<file path="src/sv/i2cm_pkg.sv">
// ----------------------------------------------------------------------------
// I2C master bit engine package
// Shared types, command and register codes, and a timer helper.
// ----------------------------------------------------------------------------
`default_nettype none

package i2cm_pkg;

  localparam int TIMER_BITS = 16;
  localparam int CFG_IDX_W  = 8;

  // Command codes carried by each tick.
  localparam logic [2:0] CMD_NONE  = 3'd0;
  localparam logic [2:0] CMD_START = 3'd1;
  localparam logic [2:0] CMD_STOP  = 3'd2;
  localparam logic [2:0] CMD_WRITE = 3'd3;
  localparam logic [2:0] CMD_READ  = 3'd4;

  // Configuration register indexes.
  localparam logic [CFG_IDX_W-1:0] REG_SHORT_WAIT  = 8'd0;
  localparam logic [CFG_IDX_W-1:0] REG_MID_WAIT    = 8'd1;
  localparam logic [CFG_IDX_W-1:0] REG_LONG_WAIT   = 8'd2;
  localparam logic [CFG_IDX_W-1:0] REG_ACK_TIMEOUT = 8'd3;

  typedef logic [TIMER_BITS-1:0] timer_t;

  typedef struct packed {
    timer_t     short_wait;
    timer_t     mid_wait;
    timer_t     long_wait;
    logic [7:0] ack_timeout;
  } cfg_t;

  typedef struct packed {
    logic       scl_level;
    logic       sda_level;
    logic       busy_res;
    logic       done_res;
    logic [7:0] read_byte;
    logic       ack_error;
  } result_t;

  // A hold of zero ticks behaves as one tick.
  function automatic timer_t hold_of(input timer_t v);
    hold_of = (v == '0) ? timer_t'(1) : v;
  endfunction

endpackage

`default_nettype wire

</file>
<file path="src/sv/i2cm_cfg.sv">
// ----------------------------------------------------------------------------
// I2C master configuration registers
// Holds the phase hold times and the ack timeout written over the cfg port.
// ----------------------------------------------------------------------------
`default_nettype none

module i2cm_cfg (
  input  wire logic                            clk,
  input  wire logic                            rst_n,
  input  wire logic                            wr_en,
  input  wire logic [i2cm_pkg::CFG_IDX_W-1:0]  wr_index,
  input  wire logic [15:0]                     wr_data,
  output i2cm_pkg::cfg_t                       cfg
);

  i2cm_pkg::cfg_t cfg_r;

  always_ff @(posedge clk) begin
    if (!rst_n) begin
      cfg_r.short_wait  <= i2cm_pkg::timer_t'(1);
      cfg_r.mid_wait    <= i2cm_pkg::timer_t'(2);
      cfg_r.long_wait   <= i2cm_pkg::timer_t'(4);
      cfg_r.ack_timeout <= 8'd250;
    end else if (wr_en) begin
      case (wr_index)
        i2cm_pkg::REG_SHORT_WAIT:  cfg_r.short_wait  <= wr_data;
        i2cm_pkg::REG_MID_WAIT:    cfg_r.mid_wait    <= wr_data;
        i2cm_pkg::REG_LONG_WAIT:   cfg_r.long_wait   <= wr_data;
        i2cm_pkg::REG_ACK_TIMEOUT: cfg_r.ack_timeout <= wr_data[7:0];
        default: begin
        end
      endcase
    end
  end

  assign cfg = cfg_r;

endmodule

`default_nettype wire

</file>
<file path="src/sv/i2cm_seq.sv">
// ----------------------------------------------------------------------------
// I2C master phase sequencer
// Advances the bus phase by one tick per accepted item and forms its result.
// ----------------------------------------------------------------------------
`default_nettype none

module i2cm_seq (
  input  wire logic            clk,
  input  wire logic            rst_n,
  input  wire logic            tick,
  input  wire logic [2:0]      cmd,
  input  wire logic [7:0]      write_byte,
  input  wire logic            send_ack,
  input  wire logic            sda_sample,
  input  wire i2cm_pkg::cfg_t  cfg,
  output i2cm_pkg::result_t    res,
  output logic                 idle
);

  typedef enum logic [3:0] {
    PH_IDLE, PH_ST_A, PH_ST_B, PH_SP_A, PH_SP_B,
    PH_WR_SET, PH_WR_HIGH, PH_WR_LOW, PH_WA_REL, PH_WA_HIGH, PH_WA_POLL,
    PH_RD_LOW, PH_RD_HIGH, PH_RA_LOW, PH_RA_HIGH
  } phase_t;

  phase_t            phase_r, phase_nxt, target;
  logic [2:0]        bit_cnt_r, bit_cnt_nxt;
  logic [7:0]        shift_r, shift_nxt;
  i2cm_pkg::timer_t  wait_r, wait_nxt;
  logic [7:0]        ack_wait_r, ack_wait_nxt;
  logic              scl_r, scl_nxt, sda_r, sda_nxt;
  logic              err_r, err_nxt;
  logic [7:0]        hold_r, hold_nxt;
  logic              ack_bit_r, ack_bit_nxt;
  logic              done, do_enter;

  always_comb begin
    phase_nxt    = phase_r;
    bit_cnt_nxt  = bit_cnt_r;
    shift_nxt    = shift_r;
    wait_nxt     = wait_r;
    ack_wait_nxt = ack_wait_r;
    scl_nxt      = scl_r;
    sda_nxt      = sda_r;
    err_nxt      = err_r;
    hold_nxt     = hold_r;
    ack_bit_nxt  = ack_bit_r;
    done         = 1'b0;
    do_enter     = 1'b0;
    target       = PH_IDLE;

    if (phase_r == PH_IDLE) begin
      bit_cnt_nxt = '0;
      case (cmd)
        i2cm_pkg::CMD_START: begin
          target = PH_ST_A; do_enter = 1'b1;
        end
        i2cm_pkg::CMD_STOP: begin
          target = PH_SP_A; do_enter = 1'b1;
        end
        i2cm_pkg::CMD_WRITE: begin
          shift_nxt = write_byte; err_nxt = 1'b0;
          target = PH_WR_SET; do_enter = 1'b1;
        end
        i2cm_pkg::CMD_READ: begin
          shift_nxt = '0; ack_bit_nxt = send_ack;
          target = PH_RD_LOW; do_enter = 1'b1;
        end
        default: begin
        end
      endcase
    end else if (phase_r != PH_WA_POLL && wait_r > i2cm_pkg::timer_t'(1)) begin
      wait_nxt = wait_r - i2cm_pkg::timer_t'(1);
    end else begin
      // The current phase has run out its hold: move on.
      case (phase_r)
        PH_ST_A:    begin target = PH_ST_B;    do_enter = 1'b1; end
        PH_ST_B:    begin scl_nxt = 1'b0; done = 1'b1; end
        PH_SP_A:    begin target = PH_SP_B;    do_enter = 1'b1; end
        PH_SP_B:    done = 1'b1;
        PH_WR_SET:  begin target = PH_WR_HIGH; do_enter = 1'b1; end
        PH_WR_HIGH: begin target = PH_WR_LOW;  do_enter = 1'b1; end
        PH_WR_LOW: begin
          shift_nxt = {shift_r[6:0], 1'b0};
          do_enter  = 1'b1;
          if (bit_cnt_r != 3'd7) begin
            bit_cnt_nxt = bit_cnt_r + 3'd1; target = PH_WR_SET;
          end else begin
            bit_cnt_nxt = '0; target = PH_WA_REL;
          end
        end
        PH_WA_REL:  begin target = PH_WA_HIGH; do_enter = 1'b1; end
        PH_WA_HIGH: begin target = PH_WA_POLL; do_enter = 1'b1; end
        PH_WA_POLL: begin
          if (!sda_sample) begin
            scl_nxt = 1'b0; done = 1'b1;
          end else if (ack_wait_r >= cfg.ack_timeout) begin
            err_nxt = 1'b1; target = PH_SP_A; do_enter = 1'b1;
          end else begin
            ack_wait_nxt = ack_wait_r + 8'd1;
          end
        end
        PH_RD_LOW:  begin target = PH_RD_HIGH; do_enter = 1'b1; end
        PH_RD_HIGH: begin
          shift_nxt = {shift_r[6:0], sda_sample};
          do_enter  = 1'b1;
          if (bit_cnt_r != 3'd7) begin
            bit_cnt_nxt = bit_cnt_r + 3'd1; target = PH_RD_LOW;
          end else begin
            bit_cnt_nxt = '0; hold_nxt = {shift_r[6:0], sda_sample};
            target = PH_RA_LOW;
          end
        end
        PH_RA_LOW:  begin target = PH_RA_HIGH; do_enter = 1'b1; end
        PH_RA_HIGH: begin scl_nxt = 1'b0; done = 1'b1; end
        default:    done = 1'b0;
      endcase
    end

    if (done) begin
      phase_nxt = PH_IDLE;
      wait_nxt  = '0;
    end

    // Entry actions of the phase being entered.
    if (do_enter) begin
      phase_nxt = target;
      case (target)
        PH_ST_A: begin
          scl_nxt = 1'b1; sda_nxt = 1'b1; wait_nxt = i2cm_pkg::hold_of(cfg.long_wait);
        end
        PH_ST_B: begin
          sda_nxt = 1'b0; wait_nxt = i2cm_pkg::hold_of(cfg.long_wait);
        end
        PH_SP_A: begin
          scl_nxt = 1'b0; sda_nxt = 1'b0; wait_nxt = i2cm_pkg::hold_of(cfg.long_wait);
        end
        PH_SP_B: begin
          scl_nxt = 1'b1; sda_nxt = 1'b1; wait_nxt = i2cm_pkg::hold_of(cfg.long_wait);
        end
        PH_WR_SET: begin
          scl_nxt = 1'b0; sda_nxt = shift_nxt[7];
          wait_nxt = i2cm_pkg::hold_of(cfg.mid_wait);
        end
        PH_WR_HIGH: begin
          scl_nxt = 1'b1; wait_nxt = i2cm_pkg::hold_of(cfg.mid_wait);
        end
        PH_WR_LOW: begin
          scl_nxt = 1'b0; wait_nxt = i2cm_pkg::hold_of(cfg.mid_wait);
        end
        PH_WA_REL: begin
          scl_nxt = 1'b0; sda_nxt = 1'b1; wait_nxt = i2cm_pkg::hold_of(cfg.mid_wait);
        end
        PH_WA_HIGH: begin
          scl_nxt = 1'b1; wait_nxt = i2cm_pkg::hold_of(cfg.short_wait);
        end
        PH_WA_POLL: begin
          ack_wait_nxt = '0; wait_nxt = '0;
        end
        PH_RD_LOW: begin
          scl_nxt = 1'b0; sda_nxt = 1'b1; wait_nxt = i2cm_pkg::hold_of(cfg.mid_wait);
        end
        PH_RD_HIGH: begin
          scl_nxt = 1'b1; wait_nxt = i2cm_pkg::hold_of(cfg.short_wait);
        end
        PH_RA_LOW: begin
          scl_nxt = 1'b0; sda_nxt = !ack_bit_nxt;
          wait_nxt = i2cm_pkg::hold_of(cfg.mid_wait);
        end
        PH_RA_HIGH: begin
          scl_nxt = 1'b1; wait_nxt = i2cm_pkg::hold_of(cfg.mid_wait);
        end
        default: begin
          phase_nxt = PH_IDLE; wait_nxt = '0;
        end
      endcase
    end
  end

  always_ff @(posedge clk) begin
    if (!rst_n) begin
      phase_r    <= PH_IDLE;
      bit_cnt_r  <= '0;
      shift_r    <= '0;
      wait_r     <= '0;
      ack_wait_r <= '0;
      scl_r      <= 1'b1;
      sda_r      <= 1'b1;
      err_r      <= 1'b0;
      hold_r     <= '0;
      ack_bit_r  <= 1'b0;
    end else if (tick) begin
      phase_r    <= phase_nxt;
      bit_cnt_r  <= bit_cnt_nxt;
      shift_r    <= shift_nxt;
      wait_r     <= wait_nxt;
      ack_wait_r <= ack_wait_nxt;
      scl_r      <= scl_nxt;
      sda_r      <= sda_nxt;
      err_r      <= err_nxt;
      hold_r     <= hold_nxt;
      ack_bit_r  <= ack_bit_nxt;
    end
  end

  assign res.scl_level = scl_nxt;
  assign res.sda_level = sda_nxt;
  assign res.busy_res  = (phase_nxt != PH_IDLE);
  assign res.done_res  = done;
  assign res.read_byte = hold_nxt;
  assign res.ack_error = err_nxt;
  assign idle          = (phase_r == PH_IDLE);

endmodule

`default_nettype wire

</file>
<file path="src/sv/i2c_master_bit_engine.sv">
// ----------------------------------------------------------------------------
// I2C master bit engine
// Tick-driven I2C master that sequences SCL and SDA for start, stop, write
// byte and read byte commands.
// ----------------------------------------------------------------------------
// Each accepted input item is one time-base tick: the phase sequencer
// updates its state in the cycle of the transfer and the line levels and
// status for that tick are loaded into the output register, so a new tick
// can be accepted every cycle while out_ready is high. A command is taken
// only on a tick that finds the engine idle; commands given while busy are
// ignored. Phase hold times come from the cfg registers, which should be
// written only while the engine is idle.
`default_nettype none

module i2c_master_bit_engine (
  input  wire logic                            clk,
  input  wire logic                            rst_n,
  // Tick channel
  input  wire logic                            in_valid,
  output logic                                 in_ready,
  input  wire logic [2:0]                      in_cmd,
  input  wire logic [7:0]                      in_write_byte,
  input  wire logic                            in_send_ack,
  input  wire logic                            in_sda_sample,
  // Result channel
  output logic                                 out_valid,
  input  wire logic                            out_ready,
  output logic                                 out_scl_level,
  output logic                                 out_sda_level,
  output logic                                 out_busy_res,
  output logic                                 out_done_res,
  output logic [7:0]                           out_read_byte,
  output logic                                 out_ack_error,
  // Configuration write channel
  input  wire logic                            cfg_valid,
  output logic                                 cfg_ready,
  input  wire logic [i2cm_pkg::CFG_IDX_W-1:0]  cfg_index,
  input  wire logic [15:0]                     cfg_data
);

  i2cm_pkg::cfg_t    cfg;
  i2cm_pkg::result_t res;
  i2cm_pkg::result_t res_r;
  logic              out_valid_r, out_valid_nxt;
  logic              in_fire;
  logic              seq_idle;

  assign cfg_ready = 1'b1;

  i2cm_cfg u_cfg (
    .clk      (clk),
    .rst_n    (rst_n),
    .wr_en    (cfg_valid),
    .wr_index (cfg_index),
    .wr_data  (cfg_data),
    .cfg      (cfg)
  );

  assign in_ready = !out_valid_r || out_ready;
  assign in_fire  = in_valid && in_ready;

  i2cm_seq u_seq (
    .clk        (clk),
    .rst_n      (rst_n),
    .tick       (in_fire),
    .cmd        (in_cmd),
    .write_byte (in_write_byte),
    .send_ack   (in_send_ack),
    .sda_sample (in_sda_sample),
    .cfg        (cfg),
    .res        (res),
    .idle       (seq_idle)
  );

  assign out_valid_nxt = in_fire || (out_valid_r && !out_ready);

  always_ff @(posedge clk) begin
    if (!rst_n) begin
      out_valid_r <= 1'b0;
      res_r       <= '0;
    end else begin
      out_valid_r <= out_valid_nxt;
      if (in_fire) begin
        res_r <= res;
      end
    end
  end

  assign out_valid     = out_valid_r;
  assign out_scl_level = res_r.scl_level;
  assign out_sda_level = res_r.sda_level;
  assign out_busy_res  = res_r.busy_res;
  assign out_done_res  = res_r.done_res;
  assign out_read_byte = res_r.read_byte;
  assign out_ack_error = res_r.ack_error;

`ifndef SYNTHESIS
  // A command ends on a tick that already reports the engine idle.
  a_done_not_busy: assert property (@(posedge clk) disable iff (!rst_n)
    out_valid && out_done_res |-> !out_busy_res)
    else $error("done reported while busy");

  // A write taken on an idle tick clears the error flag and goes busy.
  a_write_starts: assert property (@(posedge clk) disable iff (!rst_n)
    in_fire && seq_idle && in_cmd == i2cm_pkg::CMD_WRITE
    |=> out_valid && out_busy_res && !out_ack_error && !out_scl_level)
    else $error("write command did not start cleanly");

  // An ack timeout always begins the stop sequence with both lines low.
  a_err_stops: assert property (@(posedge clk) disable iff (!rst_n)
    $rose(out_ack_error) |-> out_busy_res && !out_scl_level && !out_sda_level)
    else $error("ack error without stop sequence");

  // A busy tick carries no new command, so the engine stays busy or ends.
  a_busy_hold: assert property (@(posedge clk) disable iff (!rst_n)
    in_fire && !seq_idle |=> out_busy_res || out_done_res)
    else $error("engine went idle without completing");
`endif

endmodule

`default_nettype wire
</file>
<file path="config.mk">
export PLATFORM = sky130hd
export DESIGN_NAME = i2c_master_bit_engine
export DESIGN_NICKNAME = d
export VERILOG_FILES = /design/src/sv/i2cm_pkg.sv /design/src/sv/i2cm_cfg.sv /design/src/sv/i2cm_seq.sv /design/src/sv/i2c_master_bit_engine.sv
export SDC_FILE = /design/constraint.sdc
export NUM_CORES = 1
export LEC_CHECK = 0
export ABC_CLOCK_PERIOD_IN_PS = 5300
export BUFFER_PORTS_ARGS = -buffer_cell sky130_fd_sc_hd__buf_4
export CAP_MARGIN = 20
export CORE_MARGIN = 3
export CORE_UTILIZATION = 35
export CTS_CLUSTER_SIZE = 20
export DETAILED_ROUTE_END_ITERATION = 12
export PLACE_DENSITY = 0.58
export SETUP_SLACK_MARGIN = 0.4
export SYNTH_ARGS = -nofsm -noshare
export SYNTH_HDL_FRONTEND = slang
export SYNTH_SLANG_ARGS = --single-unit
</file>
<file path="constraint.sdc">
create_clock -name clk -period 5.3 [get_ports clk]
set_clock_uncertainty 0.1 [all_clocks]
set_input_delay 0.265 -clock clk [delete_from_list [all_inputs] [get_ports clk]]
set_output_delay 0.265 -clock clk [all_outputs]
set_load 0.02 [all_outputs]
</file>
* Yosys cells after proc, flatten, opt, wreduce, memory -nomap -nowiden
Index checks and enable logic that the tools add are counted.
** Word-level totals
- Register bits after elaboration :: 112
- Bits of input ports :: 42
- Output and inout port bits :: 16
- Word-level logic and storage cells :: 171
** Operators by class
- $add $sub $neg :: 3
- $lt $le $gt $ge :: 2
- Equality and inequality tests :: 41
- Mux-type cells :: 60
- Bitwise gates (word level) :: 3
- Reduce and logical (&&, ||, !) cells :: 42
** Operators with widths (number)
- 2-to-1 mux 16 bit :: 7
- 2-to-1 mux 8 bit :: 9
- == test 4 bit (second input constant) :: 14
- zero test 16 bit :: 3
- one-hot mux 16 bit (3 select lines) :: 1
- one-hot mux 4 bit (11 select lines) :: 1
- == test 4 x 3 -> 1 bit (second input constant) :: 8
- one-hot mux 8 bit (2 select lines) :: 2
- 2-to-1 mux 4 bit :: 7
- 2-to-1 mux 1 bit :: 21
- == test 4 x 2 -> 1 bit (second input constant) :: 4
- == test 8 x 2 -> 1 bit (second input constant) :: 2
- greater-than comparator 16 x 1 -> 1 bit (second input constant) :: 1
- one-hot mux 4 bit (4 select lines) :: 1
- subtractor 16 x 1 -> 16 bit (second input constant) :: 1
- 2-to-1 mux 3 bit :: 5
- OR reduction 14 bit :: 1
- OR reduction 4 bit :: 3
- OR reduction 6 bit :: 2
- OR reduction 10 bit :: 1
- adder 8 x 1 -> 8 bit (second input constant) :: 1
- == test 4 x 1 -> 1 bit (second input constant) :: 2
- == test 8 x 1 -> 1 bit (second input constant) :: 1
- greater-or-equal comparator 8 bit :: 1
- 29 further kinds :: 52

* Logic depth before layout (Yosys ltp)
- Depth after elaboration :: 11
- Mapped depth :: 13
- Gate-level depth less buffers :: 11

* Hierarchy
A second synthesis with hierarchy kept.
** Unflattened totals
- Cells, all modules :: 759
- Area total of the unflattened synthesis :: 6561.3 um^2
** Modules (own cells, without submodules)
- i2cm_seq :: instances 1, cells an instance 482, area an instance 3742.3 um^2, sequential area each 1021.0 um^2
- i2cm_cfg :: instances 1, cells an instance 213, area an instance 2220.9 um^2, sequential area each 1121.1 um^2
- i2c_master_bit_engine :: instances 1, cells an instance 64, area an instance 598.1 um^2, sequential area each 280.3 um^2

* Least setup slack after synthesis
No wires, ideal clock.
- Path kind :: reg2reg
- Start :: register u_seq.ack_wait_r[0]
- End :: register u_seq.wait_r[13]
- Library setup time :: 0.118 ns
- Arrival :: 2.516 ns
- Required time :: 5.082 ns
- Slack :: 2.566 ns
- Cell stages (with the launch flop) :: 14
- Path buffers :: 2
- Period minus slack after synthesis :: 2.734 ns
- Path through :: dfxtp_1 inv_1 ha_1 and3_1 o21ai_0 a311o_1 a21oi_2 a211o_1 buf_2 buf_4 a21oi_1 a311o_1 a221oi_2 nor2_1
** Between the ends
- Cells in the longest elaborated chain, start to end :: 10
- Elaborated cells on any way between the ends :: 32
- Classes of those cells :: order compare: 1; eq/ne: 14; mux: 12; reduce/logical: 5
** RTL lines
- start, declared :: RTL line i2cm_seq.sv:30 : logic [7:0] ack_wait_r, ack_wait_nxt;
- start signal, assigned :: RTL line i2cm_seq.sv:197 : ack_wait_r <= ack_wait_nxt;
- greater-or-equal comparator 8 bit * :: RTL line i2cm_seq.sv:97 : end else if (ack_wait_r >= cfg.ack_timeout) begin
- 2-to-1 mux 2 bit :: RTL line i2cm_seq.sv:97
- 2-to-1 mux 4 bit :: RTL line i2cm_seq.sv:95 : if (!sda_sample) begin
- one-hot mux 4 bit (11 select lines) :: RTL line i2cm_seq.sv:76 : case (phase_r)
- 2-to-1 mux 4 bit :: RTL line i2cm_seq.sv:72 : end else if (phase_r != PH_WA_POLL && wait_r > i2cm_pkg::timer_t'(1)) begin
- 2-to-1 mux 4 bit :: RTL line i2cm_seq.sv:52 : if (phase_r == PH_IDLE) begin
- == test 4 x 3 -> 1 bit, or another cell as far along :: RTL line i2cm_seq.sv:128 : case (target)
- OR reduction 7 bit (no source line), or another cell as far along
- one-hot mux 16 bit (3 select lines) :: RTL line i2cm_seq.sv:128
- 2-to-1 mux 16 bit :: RTL line i2cm_seq.sv:126 : if (do_enter) begin
- end signal, assigned :: RTL line i2cm_seq.sv:196 : wait_r <= wait_nxt;
- end, declared :: RTL line i2cm_seq.sv:29 : i2cm_pkg::timer_t wait_r, wait_nxt;
Mark *: on every way between the ends. The rest lies on a longest branch, timed or not.
A chain may end at the register's enable or synchronous reset.

* Worst setup path after layout
- Start :: register u_seq.phase_r[3]
- End :: register u_seq.sda_r
** Between the ends
- Cells in the longest elaborated chain, start to end :: 8
- Elaborated cells on any way between the ends :: 38
- Classes of those cells :: eq/ne: 20; mux: 12; reduce/logical: 6
** RTL lines
- start, declared :: RTL line i2cm_seq.sv:26 : phase_t phase_r, phase_nxt, target;
- start signal, assigned :: RTL line i2cm_seq.sv:193 : phase_r <= phase_nxt;
- == test 4 bit, or another cell as far along :: RTL line i2cm_seq.sv:76
- one-hot mux 4 bit (11 select lines) / logical AND 1 bit (equally long branches) :: RTL line i2cm_seq.sv:76, i2cm_seq.sv:72
- 2-to-1 mux 4 bit :: RTL line i2cm_seq.sv:72
- 2-to-1 mux 4 bit :: RTL line i2cm_seq.sv:52
- == test 4 x 1 -> 1 bit, or another cell as far along :: RTL line i2cm_seq.sv:128
- OR reduction 4 bit (no source line) / OR reduction 2 bit (equally long branches)
- one-hot mux 1 bit (4 select lines) :: RTL line i2cm_seq.sv:128
- 2-to-1 mux 1 bit * :: RTL line i2cm_seq.sv:126
- end signal, assigned :: RTL line i2cm_seq.sv:199 : sda_r <= sda_nxt;
- end, declared :: RTL line i2cm_seq.sv:31 : logic scl_r, scl_nxt, sda_r, sda_nxt;
Mark *: on every way between the ends. The rest lies on a longest branch, timed or not. The select of a mux whose other input is x is not followed.

==> reports/metrics.cfg <==
[cts]
numCtsBuffers = 9
ctsResizeCount = 0
cts_tree = done
cts_hold_buffers = 0
cts_max_level = 3
clockBufferDepth = 2
worstSkewPairLatency_ps = 360
root_buffer = clkbuf_16
postCtsSetupBuffers = 0
clock_sinks = 112
path_clk_slew_ps = 80

[grt]
first_global_vias = 5005
grt_pass1_wl_um = 26460
grt_max_degree = 106
antenna_found_initial = 0
track_usage = 0.1672
grt_overflow_total = 0

[synthesis]
synth.avg_cell_area_sq_um = 9.222
yosysUniqueCellTypes = 80
syn_inst = 672
synth_enable_flop_cells = 0
ys_warn_count = 0
syn_area_sq_mm = 0.006197
async_flop_share = 0
synth.net_count = 727
synth_flop_cell = dfxtp_1
seq_area_frac_synth = 0.3618
synth.ff_latch_count = 112

[timing]
fmax_ghz = 0.3103
rsz0062_at_grt = false
fin_crit_ps = 3222
setup_tns_ps = 0
finalHoldWorstSlack_ps = 49.17
tightest_slew_ps = 894.1
finalCritPeriodShare = 0.6080
slew_viol_final = 0
hold_viol = 0
maxSlewHeadroom = 0.4039
setup_ws_ps = 2078
setup_violations = 0

[flow_run]
drv_cap = 0

[floorplan]
io_pins = 58
die_x_um = 139.1
die_h_um = 139.1
core-area_sq_mm = 0.01730
die-area_sq_mm = 0.01934
start_util = 0.3583
num_rows = 48

[pwr]
power_density_mw_per_mm2 = 296.0
p_leak_nw = 2.977
peakVddDrop_mv = 0.1602
finalPower_mw = 2.096

[placement]
gp_congestion = 0.8587
post-place-ws_ps = 2125
port_buffers = 56
post-dp-hpwl_um = 11420

[setup_path]
crit_fanout = 16
crit_arrival_ps = 3330
path_class = reg2reg
worst_ep_required_time_ps = 5410
startpoint_type = flop
critPathCaptureType = flop

[layout]
drive_gt1_frac = 0.1746
nFillCells = 1752
antennaDiodeCount = 0
syn_to_final_growth_pct = 14.27
layout.nets = 760

[route]
drtIter0Drc = 359
via_count = 5105
vias_per_cell = 5.460
ant_nets = 0
dr.pass1.iters = 5
drt_wl_total_um = 16080
avgRoutedWirePerCell_um = 17.20
drcViolationCount = 0

[hold_path]
hold_class = in2reg

[status]
status = finished clean

-- per-layer routing --
| metal | vias up | part of all wire | track usage |
|---|---|---|---|
| li1 | 2497 | - | - |
| met1 | 2439 | 0.48 | 0.2353 |
| met2 | 149 | 0.45 | 0.2554 |
| met3 | 20 | 0.049 | 0.03379 |
| met4 | 0 | 0.016 | 0.05819 |
| met5 | - | 0 | 0 |
-- cells in the mapped netlist (all sizes together) (4+ instances only) --
cell type | number | area share
a311o | 11 | 0.018
nand2 | 57 | 0.037
nor4 | 15 | 0.020
and3 | 5 | 0.0050
buf | 20 | 0.022
o22ai | 4 | 0.0050
a31oi | 9 | 0.010
and2 | 4 | 0.0040
a221oi | 16 | 0.033
a22oi | 10 | 0.012
nand4 | 6 | 0.0061
mux2i | 66 | 0.11
a21boi | 5 | 0.0061
xnor2 | 14 | 0.020
nand3 | 15 | 0.012
xor2 | 8 | 0.013
nor2b | 64 | 0.065
o211a | 8 | 0.013
nor3 | 11 | 0.011
inv | 18 | 0.011
o211ai | 4 | 0.0048
or2 | 4 | 0.0044
dfxtp | 112 | 0.36
a21oi | 27 | 0.025
nor2 | 47 | 0.035
ha | 13 | 0.026
clkbuf | 21 | 0.013
o21ai | 38 | 0.031
-- cell families (layout without fill, tap and decap cells) --
logic type,count (synthesis),count (layout),share of synthesized area
AND/OR/NAND/NOR,244,244,0.2241
AO/OA/AOI/OAI,154,154,0.2011
flip-flops,112,112,0.3618
multiplexers,67,67,0.1084
buffers and inverters,59,97,0.04543
XOR/XNOR,22,22,0.03230
adder cells (fa/ha/maj),13,13,0.02625
other,1,1,0.0006051
-- sequential cells by signal (all words and copies together), names as in the netlist --
| register | cells |
|---|---|
| u_cfg.cfg | 56 |
| u_seq.wait_r | 16 |
| u_seq.ack_wait_r | 8 |
| u_seq.hold_r | 8 |
| u_seq.shift_r | 8 |
| u_seq.phase_r | 4 |
| u_seq.bit_cnt_r | 3 |
| out_busy_res | 1 |
| out_done_res | 1 |
| out_scl_level | 1 |
| out_sda_level | 1 |
| out_valid | 1 |
| u_seq.ack_bit_r | 1 |
| u_seq.err_r | 1 |
| u_seq.scl_r | 1 |
| u_seq.sda_r | 1 |
-- metrics by stage --
stage            util  cells  area [sq um]
2_1_floorplan       -    672          6197
3_3_place_gp   0.3890    917          6728
3_5_place_dp   0.3906    918          6755
4_1_cts        0.4086    934          7067
5_1_grt        0.4094    935          7082
6_report       0.4094    935          7082
-- final cells by class --
type,instances,area (sq um),area share
tap,225,281.5,0.03975
timing repair buffer,63,500.5,0.07067
clock buffer,9,225.2,0.03180
clock inverter,7,86.33,0.01219
inverter,18,67.56,0.009541
sequential,112,2242,0.3166
multi-input combinational,501,3679,0.5194
-- placed cells by master (no fill, tap or decap), types with 3 or more instances in the layout --
cell,synthesis,final
clkbuf_16,0,9
xor2_1,7,7
a221oi_1,6,6
nor3_1,10,10
xnor2_1,14,14
nand4_1,6,6
nand3_1,15,15
inv_1,18,18
nand2_1,54,54
o211a_1,8,8
buf_4,5,61
and3_1,5,5
nor2b_1,64,64
a22oi_1,10,10
nand2b_1,3,3
nand3b_1,3,3
nor2_4,3,3
a31oi_1,8,8
a221oi_2,10,10
a21oi_1,24,24
mux2i_1,66,66
a21boi_0,5,5
a41o_1,3,3
nor2_1,42,42
and2_1,3,3
a311o_1,11,11
o22ai_1,3,3
o21ai_0,36,36
ha_1,13,13
nor4_1,13,13
o211ai_1,4,4
dfxtp_1,112,112
-- critical path: stages (launching register included) --
cell,delay [ps]
dfxtp_1,630
inv_1,200
or2_1,340
a2111oi_4,690
o211ai_1,300
o211ai_1,230
o21ai_0,110
nor4_1,340
o21ai_1,140
-- path summary, 6_finish.rpt --
| path | startpoint | endpoint | slack [ps] | cells past startpoint |
|---|---|---|---|---|
| max | u_seq.phase_r[3]$_SDFFE_PN0P_ | u_seq.sda_r$_SDFFE_PN1P_ | 2080 | 8 |
| min | cfg_data[3] | u_cfg.cfg[3]$_SDFFE_PN1P_ | 50 | 3 |
| max reg2reg | u_seq.phase_r[3]$_SDFFE_PN0P_ | u_seq.sda_r$_SDFFE_PN1P_ | 2080 | 8 |
| min reg2reg | u_cfg.cfg[40]$_SDFFE_PN1P_ | u_cfg.cfg[40]$_SDFFE_PN1P_ | 380 | 2 |
-- power by group --
part	total, mW	switching [mW]	internal [mW]
logic	0.456	0.266	0.190
clock network	0.726	0.349	0.377
registers	0.914	0.0421	0.872
Note: power is estimated with default switching activity, not from simulation.
